--- src/rtl/ps2kb_pkg.sv ---
package ps2kb_pkg;

  localparam int CMD_QUEUE_DEPTH_DEF = 16;
  localparam int NUM_KEYS            = 39;
  localparam int KEY_IDX_W           = 6;

  // Bytes that the keyboard sends outside the make-code table.
  localparam logic [7:0] BYTE_ERROR_LO    = 8'h00;
  localparam logic [7:0] BYTE_ERROR_HI    = 8'hFF;
  localparam logic [7:0] BYTE_SELFTEST_OK = 8'hAA;
  localparam logic [7:0] BYTE_ECHO        = 8'hEE;
  localparam logic [7:0] BYTE_ACK         = 8'hFA;
  localparam logic [7:0] BYTE_FAIL_LO     = 8'hFC;
  localparam logic [7:0] BYTE_FAIL_HI     = 8'hFD;
  localparam logic [7:0] BYTE_RESEND      = 8'hFE;
  localparam logic [7:0] BYTE_RELEASE     = 8'hF0;

  localparam logic [7:0] MAKE_CODES [NUM_KEYS] = '{
    8'h0D, 8'h15, 8'h16, 8'h1A, 8'h1B, 8'h1C, 8'h1D, 8'h1E, 8'h21, 8'h22,
    8'h23, 8'h24, 8'h25, 8'h26, 8'h29, 8'h2A, 8'h2B, 8'h2C, 8'h2D, 8'h2E,
    8'h31, 8'h32, 8'h33, 8'h34, 8'h35, 8'h36, 8'h3A, 8'h3B, 8'h3C, 8'h3D,
    8'h3E, 8'h42, 8'h43, 8'h44, 8'h45, 8'h46, 8'h4B, 8'h4D, 8'h5A
  };

  typedef enum logic [0:0] {
    KIND_RX  = 1'b0,
    KIND_CMD = 1'b1
  } kind_e;

  typedef enum logic [3:0] {
    STATUS_NONE          = 4'd0,
    STATUS_ERROR         = 4'd1,
    STATUS_SELFTEST_OK   = 4'd2,
    STATUS_ECHO          = 4'd3,
    STATUS_ACK           = 4'd4,
    STATUS_SELFTEST_FAIL = 4'd5,
    STATUS_RESEND        = 4'd6,
    STATUS_RELEASE       = 4'd7,
    STATUS_KEY_EVENT     = 4'd8,
    STATUS_CMD_QUEUED    = 4'd9,
    STATUS_CMD_DROPPED   = 4'd10
  } status_e;

  typedef struct packed {
    logic       kind;
    logic [7:0] data_byte;
  } in_t;

  typedef struct packed {
    status_e                 status;
    logic                    key_valid;
    logic [KEY_IDX_W-1:0]    key_index;
    logic                    key_released;
    logic                    send_valid;
    logic [7:0]              send_byte;
    logic [NUM_KEYS-1:0]     keys_down;
  } out_t;

  // Classification of one input word.
  typedef struct packed {
    status_e              status;
    logic                 is_cmd;
    logic                 is_ack;
    logic                 is_resend;
    logic                 is_prefix;
    logic                 is_key;
    logic [KEY_IDX_W-1:0] key_index;
  } dec_t;

  // Requests to the command queue, already qualified by the input handshake.
  typedef struct packed {
    logic       push;
    logic       pop;
    logic       resend;
    logic [7:0] data;
  } q_req_t;

  typedef struct packed {
    logic full;
    logic send_valid;
    logic from_ram;
  } q_rsp_t;

  typedef struct packed {
    logic                 hit;
    logic [KEY_IDX_W-1:0] index;
  } key_hit_t;

  function automatic key_hit_t key_lookup(logic [7:0] b);
    key_hit_t r;
    r.hit   = 1'b0;
    r.index = '0;
    // The codes are unique, so at most one entry matches.
    for (int i = 0; i < NUM_KEYS; i++) begin
      if (MAKE_CODES[i] == b) begin
        r.hit   = 1'b1;
        r.index = KEY_IDX_W'(i);
      end
    end
    return r;
  endfunction

endpackage

--- src/rtl/ps2kb_ram.sv ---
module ps2kb_ram #(
  parameter int WIDTH = 8,
  parameter int DEPTH = 16
) (
  input  logic                     clk_i,
  input  logic                     we_i,
  input  logic [$clog2(DEPTH)-1:0] waddr_i,
  input  logic [WIDTH-1:0]         wdata_i,
  input  logic                     re_i,
  input  logic [$clog2(DEPTH)-1:0] raddr_i,
  output logic [WIDTH-1:0]         rdata_o
);

  logic [WIDTH-1:0] mem_q [DEPTH];
  logic [WIDTH-1:0] rdata_q;

  always_ff @(posedge clk_i) begin
    if (we_i) begin
      mem_q[waddr_i] <= wdata_i;
    end
    if (re_i) begin
      rdata_q <= mem_q[raddr_i];
    end
  end

  assign rdata_o = rdata_q;

endmodule

--- src/rtl/ps2kb_decode.sv ---
module ps2kb_decode (
  input  ps2kb_pkg::in_t  in_i,
  output ps2kb_pkg::dec_t dec_o
);
  import ps2kb_pkg::*;

  key_hit_t hit;

  assign hit = key_lookup(in_i.data_byte);

  always_comb begin
    dec_o           = '0;
    dec_o.status    = STATUS_NONE;
    dec_o.key_index = hit.index;
    if (in_i.kind == KIND_CMD) begin
      dec_o.is_cmd = 1'b1;
    end else begin
      case (in_i.data_byte)
        BYTE_ERROR_LO, BYTE_ERROR_HI: dec_o.status = STATUS_ERROR;
        BYTE_SELFTEST_OK:             dec_o.status = STATUS_SELFTEST_OK;
        BYTE_ECHO:                    dec_o.status = STATUS_ECHO;
        BYTE_ACK: begin
          dec_o.status = STATUS_ACK;
          dec_o.is_ack = 1'b1;
        end
        BYTE_FAIL_LO, BYTE_FAIL_HI:   dec_o.status = STATUS_SELFTEST_FAIL;
        BYTE_RESEND: begin
          dec_o.status    = STATUS_RESEND;
          dec_o.is_resend = 1'b1;
        end
        BYTE_RELEASE: begin
          dec_o.status    = STATUS_RELEASE;
          dec_o.is_prefix = 1'b1;
        end
        default: begin
          // An unmapped byte reports nothing and changes no state.
          if (hit.hit) begin
            dec_o.status = STATUS_KEY_EVENT;
            dec_o.is_key = 1'b1;
          end
        end
      endcase
    end
  end

endmodule

--- src/rtl/ps2kb_cmd_queue.sv ---
module ps2kb_cmd_queue #(
  parameter int CMD_QUEUE_DEPTH = ps2kb_pkg::CMD_QUEUE_DEPTH_DEF
) (
  input  logic              clk_i,
  input  logic              rst_ni,
  input  ps2kb_pkg::q_req_t req_i,
  output ps2kb_pkg::q_rsp_t rsp_o,
  output logic [7:0]        rdata_o
);
  import ps2kb_pkg::*;

  localparam int PtrW = $clog2(CMD_QUEUE_DEPTH);
  localparam int CntW = $clog2(CMD_QUEUE_DEPTH + 1);
  localparam int SumW = CntW + 1;

  logic [PtrW-1:0] head_q, head_d, head_next, tail;
  logic [CntW-1:0] count_q, count_d;
  logic [SumW-1:0] tail_sum;
  logic            empty, full, push_ok, pop_ok, re;
  logic [PtrW-1:0] raddr;

  assign empty = (count_q == '0);
  assign full  = (count_q == CntW'(CMD_QUEUE_DEPTH));

  assign head_next = (head_q == PtrW'(CMD_QUEUE_DEPTH - 1)) ? '0 : head_q + 1'b1;

  // head + count stays below twice the depth, so one subtract wraps it.
  assign tail_sum = SumW'(head_q) + SumW'(count_q);
  assign tail     = (tail_sum >= SumW'(CMD_QUEUE_DEPTH))
                  ? PtrW'(tail_sum - SumW'(CMD_QUEUE_DEPTH)) : PtrW'(tail_sum);

  assign push_ok = req_i.push && !full;
  assign pop_ok  = req_i.pop && !empty;

  always_comb begin
    head_d = head_q;
    count_d = count_q;
    re = 1'b0;
    raddr = head_q;
    rsp_o.full = full;
    rsp_o.send_valid = 1'b0;
    rsp_o.from_ram = 1'b0;
    if (push_ok) begin
      count_d = count_q + 1'b1;
      rsp_o.send_valid = empty;
    end else if (pop_ok) begin
      head_d  = head_next;
      count_d = count_q - 1'b1;
      if (count_q != CntW'(1)) begin
        re = 1'b1;
        raddr = head_next;
        rsp_o.send_valid = 1'b1;
        rsp_o.from_ram = 1'b1;
      end
    end else if (req_i.resend && !empty) begin
      re = 1'b1;
      rsp_o.send_valid = 1'b1;
      rsp_o.from_ram = 1'b1;
    end
  end

  always_ff @(posedge clk_i or negedge rst_ni) begin
    if (!rst_ni) begin
      head_q  <= '0;
      count_q <= '0;
    end else begin
      head_q  <= head_d;
      count_q <= count_d;
    end
  end

  ps2kb_ram #(
    .WIDTH (8),
    .DEPTH (CMD_QUEUE_DEPTH)
  ) u_ram (
    .clk_i   (clk_i),
    .we_i    (push_ok),
    .waddr_i (tail),
    .wdata_i (req_i.data),
    .re_i    (re),
    .raddr_i (raddr),
    .rdata_o (rdata_o)
  );

endmodule

--- src/rtl/ps2_keyboard_byte_handler.sv ---
// PS/2 keyboard byte handler, scancode set 2, host side.
// Input channel (in_valid_i, in_stall_o, in_i): each word is either a byte
// received from the keyboard or a command byte to queue for transmission.
// Output channel (out_valid_o, out_stall_i, out_o): exactly one result word
// per input word, in order: status, key event, byte to send, held-key bitmap.
// A word accepted at a clock edge is registered in the decode stage, then
// in the output register, which drives out_o. One word is accepted every
// cycle while the output side takes results; the decode stage and the
// output register each hold a word, and the command store's read is registered.
// When out_stall_i is high the output register holds its word; the decode
// stage fills, and then in_stall_o rises in the same cycle, so nothing is
// lost. Reset clears the held-key bitmap, the pending release, the queue
// pointers and both stage valids; the command bytes themselves are not
// cleared and need no clearing pass.
module ps2_keyboard_byte_handler #(
  parameter int CMD_QUEUE_DEPTH = ps2kb_pkg::CMD_QUEUE_DEPTH_DEF
) (
  input  logic            clk_i,
  input  logic            rst_ni,
  input  logic            in_valid_i,
  output logic            in_stall_o,
  input  ps2kb_pkg::in_t  in_i,
  output logic            out_valid_o,
  input  logic            out_stall_i,
  output ps2kb_pkg::out_t out_o
);
  import ps2kb_pkg::*;

  dec_t   dec;
  q_req_t q_req;
  q_rsp_t q_rsp;
  logic [7:0] q_rdata;

  logic accept, s2_ready, s1_adv;
  logic s1_valid_q, s1_valid_d, out_valid_q, out_valid_d;
  logic release_pending_q, release_pending_d;
  logic [NUM_KEYS-1:0] held_keys_q, held_keys_d;
  out_t s1_q, s1_d, out_q, out_d;
  logic s1_from_ram_q;

  assign s2_ready   = !out_valid_q || !out_stall_i;
  assign s1_adv     = s1_valid_q && s2_ready;
  assign in_stall_o = s1_valid_q && !s2_ready;
  assign accept     = in_valid_i && !in_stall_o;

  ps2kb_decode u_decode (
    .in_i  (in_i),
    .dec_o (dec)
  );

  assign q_req.push   = accept && dec.is_cmd;
  assign q_req.pop    = accept && dec.is_ack;
  assign q_req.resend = accept && dec.is_resend;
  assign q_req.data   = in_i.data_byte;

  ps2kb_cmd_queue #(
    .CMD_QUEUE_DEPTH (CMD_QUEUE_DEPTH)
  ) u_cmd_queue (
    .clk_i   (clk_i),
    .rst_ni  (rst_ni),
    .req_i   (q_req),
    .rsp_o   (q_rsp),
    .rdata_o (q_rdata)
  );

  always_comb begin
    held_keys_d       = held_keys_q;
    release_pending_d = release_pending_q;
    if (accept) begin
      if (dec.is_prefix) begin
        release_pending_d = 1'b1;
      end else if (dec.is_key) begin
        held_keys_d[dec.key_index] = !release_pending_q;
        release_pending_d = 1'b0;
      end
    end
  end

  always_comb begin
    s1_d              = '0;
    s1_d.status       = dec.status;
    if (dec.is_cmd) begin
      s1_d.status = q_rsp.full ? STATUS_CMD_DROPPED : STATUS_CMD_QUEUED;
    end
    s1_d.key_valid    = dec.is_key;
    s1_d.key_index    = dec.is_key ? dec.key_index : '0;
    s1_d.key_released = dec.is_key && release_pending_q;
    s1_d.send_valid   = q_rsp.send_valid;
    // A byte sent straight from the input is the first one into an empty queue.
    s1_d.send_byte    = (q_rsp.send_valid && !q_rsp.from_ram) ? in_i.data_byte : '0;
    s1_d.keys_down    = held_keys_d;
  end

  always_comb begin
    out_d = s1_q;
    if (s1_from_ram_q) begin
      out_d.send_byte = q_rdata;
    end
  end

  assign s1_valid_d  = accept ? 1'b1 : (s1_adv ? 1'b0 : s1_valid_q);
  assign out_valid_d = s2_ready ? s1_valid_q : out_valid_q;

  always_ff @(posedge clk_i or negedge rst_ni) begin
    if (!rst_ni) begin
      s1_valid_q        <= 1'b0;
      out_valid_q       <= 1'b0;
      release_pending_q <= 1'b0;
      held_keys_q       <= '0;
    end else begin
      s1_valid_q        <= s1_valid_d;
      out_valid_q       <= out_valid_d;
      release_pending_q <= release_pending_d;
      held_keys_q       <= held_keys_d;
    end
  end

  always_ff @(posedge clk_i) begin
    if (accept) begin
      s1_q          <= s1_d;
      s1_from_ram_q <= q_rsp.from_ram;
    end
    if (s1_adv) begin
      out_q <= out_d;
    end
  end

  assign out_valid_o = out_valid_q;
  assign out_o       = out_q;

endmodule

--- config.mk ---
export PLATFORM = sky130hd
export DESIGN_NAME = ps2_keyboard_byte_handler
export DESIGN_NICKNAME = d
export VERILOG_FILES = /design/src/rtl/ps2kb_pkg.sv /design/src/rtl/ps2kb_ram.sv /design/src/rtl/ps2kb_decode.sv /design/src/rtl/ps2kb_cmd_queue.sv /design/src/rtl/ps2_keyboard_byte_handler.sv
export SDC_FILE = /design/constraint.sdc
export NUM_CORES = 1
export LEC_CHECK = 0
export BUFFER_PORTS_ARGS = -buffer_cell sky130_fd_sc_hd__buf_4
export CAP_MARGIN = 20
export CORE_MARGIN = 4
export CORE_UTILIZATION = 56
export CTS_CLUSTER_DIAMETER = 200
export DETAILED_ROUTE_END_ITERATION = 10
export PLACE_DENSITY = 0.74
export SLEW_MARGIN = 15
export SYNTH_ARGS = -nofsm -noshare
export SYNTH_HDL_FRONTEND = slang
export SYNTH_HIERARCHICAL = 1
export SYNTH_SLANG_ARGS = --single-unit
--- constraint.sdc ---
create_clock -name clk_i -period 16.05 [get_ports clk_i]
set_input_delay 0.8025 -clock clk_i [delete_from_list [all_inputs] [get_ports clk_i]]
set_output_delay 0.8025 -clock clk_i [all_outputs]
set_load 0.01 [all_outputs]
==> out/qor.txt <==
Status = finished clean
Initial DRT Pass Iterations = 5
Startpoint Class = input pin
Fin cells = 1186
Die W = 160 um
CTS Sinks = 308
DRC Markers = 0
Yosys reg bits = 308
Max-cap violations = 0
Element type at the critical path end = register
Period minus WS final = 4.11 ns
Overall Global Routing Usage = 21.1%
Peak VDD IR = 0.0000889 V
Post-synthesis instance total = 805
Total grt overflow = 0
Leakage power = 5.09 nW
RePlAce Congestion = 0.841
Most frequent cells in the layout = 257 x edfxtp_1, 80 x buf_4, 51 x dfrtp_1
Unique masters post-synth = 80
I/O pins = 75
Final net count = 876
Syn Area/Cell = 16.2 um^2
Post-CTS setup buffer count = 0
Synth Flop Type = edfxtp_1
Final period utilization = 25.6%
DR vias/cell = 6.26
Placed instance area = 0.0137 mm^2
Die H = 160 um
CP Class = input pin to register
Vias in the first global route = 7271
Routed wire per std cell = 22.9 um
Commonest non-fill, non-tap cell in the layout = edfxtp_1
H-tree depth = 1
Post-DP HPWL = 17.0 mm
Post-route antenna net violation count = 0
Setup Skew = 0.0237 ns
# diodes = 0
Core Region = 0.0228 mm^2
Hold WS = 0.303 ns
Final Setup Violations = 0
Register-to-register setup slack = 12.04 ns
Hold Fails Final Rpt = 0
Synth-to-layout area growth = 12.4%
Seq/Total Area, Yosys = 69.1%
Final instance area = 0.0146 mm^2
CTS hold repair buffers = 0
Worst-Skew Late Latency = 0.54 ns
Pwr/cell area = 122 mW/mm^2
R2R depth = 9
First-pass GRT wire length = 42.9 mm
Crit-path cells = buf_4, or2b_1, nor4_1, and3_1, inv_1, a2111oi_4, mux2_2, buf_12, mux4_1, a22oi_1, nand2_1
Critical path required time = 16.34 ns
DRT iter0 DRCs = 647
Routed vias = 7422
Crit path buf inv count = 3
Clock Pin Slew Worst Setup and Hold Paths = 0.06 ns
# fillers = 1604
Port buffer count = 74
Total wire length = 27.2 mm
Post-cts resize count = 0
Bufs on Longest Clock Path = 3
Total negative slack = 0 ns
Max stage delay cell, worst path = mux4_1
CTS tree = built
Root Driver = clkbuf_16
Initial antenna violation count = 0
Worst-Margin Slew = 1.21 ns
Asr flop ratio synth = 16.6%
Starting Density = 57.1%
Max-Slew Margin vs Limit = 19.1%
Crit-path max FO = 41
Pin count of the biggest net entering global routing = 53
RSZ-0062 raised after global routing = no
Fmax = 0.243 GHz
Cts bufs inserted = 29
# placed instances = 1134
Family with the most delay on the worst path = multiplexers
Total die area = 0.0257 mm^2
Synth warn = 6
Post-synth EDFFs = 257
Worst reg2reg endpoint = u_cmd_queue/u_ram/rdata_o[1]
R2r startpoint = u_cmd_queue/count_q[1]
Fin. max-slew vios = 0
Share of cells above drive strength 1 = 21.3%
Synth Cell Area = 0.0130 mm^2
CP max stage delay = 0.58 ns
Synth Net Count = 827
Critical path data arrival time = 4.40 ns
Core Rows = 55
Crit path launch = in_i[3]
Hold Crit Class = input pin to asynchronous set/reset pin
per-stage QoR:
stage | util, % | power, mW | setup WS [ns]
after detailed placement | 60.0 | 1.14 | 11.14
final | 64.2 | 1.79 | 11.94
after global placement | 60.0 | 1.13 | 11.32
after floorplan | - | 1.08 | 10.32
after CTS | 64.0 | 1.80 | 11.67
after global routing | 64.2 | 1.86 | 11.64
where the power goes:
| part | total (mW) | leakage (nW) | internal, mW | switching (mW) |
|---|---|---|---|---|
| combinational | 0.186 | 1.62 | 0.0666 | 0.119 |
| clock | 0.663 | 0.455 | 0.390 | 0.273 |
| sequential | 0.942 | 3.02 | 0.917 | 0.0250 |
| total | 1.79 | 5.09 | 1.37 | 0.417 |
cell families (layout without fill, tap and decap cells):
group	count (synthesis)	after routing	share of synthesized area (%)
flops	308	308	69.1
simple gates	176	176	8.16
compound gates	161	161	9.73
buf+inv	87	155	3.66
mux	52	52	7.59
xor+xnor	11	11	0.740
fa+ha+maj	10	10	1.01
worst max-delay path by stage:
stage | slack (ns) | cells after the start | endpoint
after floorplan | 10.32 | 1 | out_o[0]
after global placement | 11.32 | 10 | u_cmd_queue/u_ram/rdata_o[1]
after detailed placement | 11.14 | 10 | u_cmd_queue/u_ram/rdata_o[2]
after CTS | 11.67 | 10 | u_cmd_queue/u_ram/rdata_o[2]
after global routing | 11.64 | 11 | u_cmd_queue/u_ram/rdata_o[2]
final | 11.94 | 11 | u_cmd_queue/u_ram/rdata_o[1]
cell type report:
| class | instances | area [um^2] | area share (%) |
|---|---|---|---|
| inverters | 23 | 86.3 | 0.590 |
| well taps | 313 | 392 | 2.68 |
| multi-input cells | 410 | 3590 | 24.6 |
| clock inverters | 15 | 146 | 1.00 |
| flip-flops and latches | 308 | 8990 | 61.5 |
| clock buffers | 35 | 778 | 5.32 |
| repair buffers | 82 | 632 | 4.32 |
cells in the mapped netlist (7+ instances only):
library cell / count / area [um^2]
a21oi_1: 13 / 65.1
a22oi_1: 17 / 128
a31oi_1: 7 / 43.8
and2_1: 18 / 113
buf_2: 19 / 95.1
buf_4: 10 / 75.1
buf_6: 9 / 101
clkbuf_1: 21 / 78.8
dfrtp_1: 51 / 1280
edfxtp_1: 257 / 7720
ha_1: 8 / 100
inv_1: 21 / 78.8
mux2_2: 11 / 124
mux2i_1: 9 / 90.1
mux4_1: 14 / 368
mux4_2: 18 / 405
nand2_1: 26 / 97.6
nand2b_1: 7 / 43.8
nand3_1: 11 / 55.1
nand3b_1: 8 / 60.1
nor2_1: 26 / 97.6
nor2b_1: 12 / 75.1
nor3_1: 12 / 60.1
nor4_1: 9 / 56.3
o21ai_0: 12 / 60.1
o31ai_1: 34 / 255
o41ai_1: 34 / 298
or3_1: 9 / 56.3
xnor2_1: 8 / 70.1
flip-flops by register name (all words and copies together) (netlist names):
name,count
held_keys_q,39
out_d,52
out_o,60
out_valid_o,1
release_pending_q,1
s1_from_ram_q,1
s1_q,8
s1_valid_q,1
u_cmd_queue/count_q,5
u_cmd_queue/head_q,4
u_cmd_queue/u_ram/mem_q,128
u_cmd_queue/u_ram/rdata_o,8
layer usage:
metal / global-route usage, % / routed length (um)
met4: 5.32 / 536
met1: 30.2 / 11600
met5: 0 / 0
met3: 2.67 / 1600
met2: 34.8 / 13500
worst reg2reg max path, delay by kind of cell, from the launching register on:
kind                     cells  cell delay, ns
flip-flops                   1            0.47
AO/OA/AOI/OAI                2            0.79
adder cells (fa/ha/maj)      1            0.25
AND/OR/NAND/NOR              2            0.63
buffers and inverters        2            0.49
multiplexers                 2            1.13
Power figures use the tool's default switching activity.
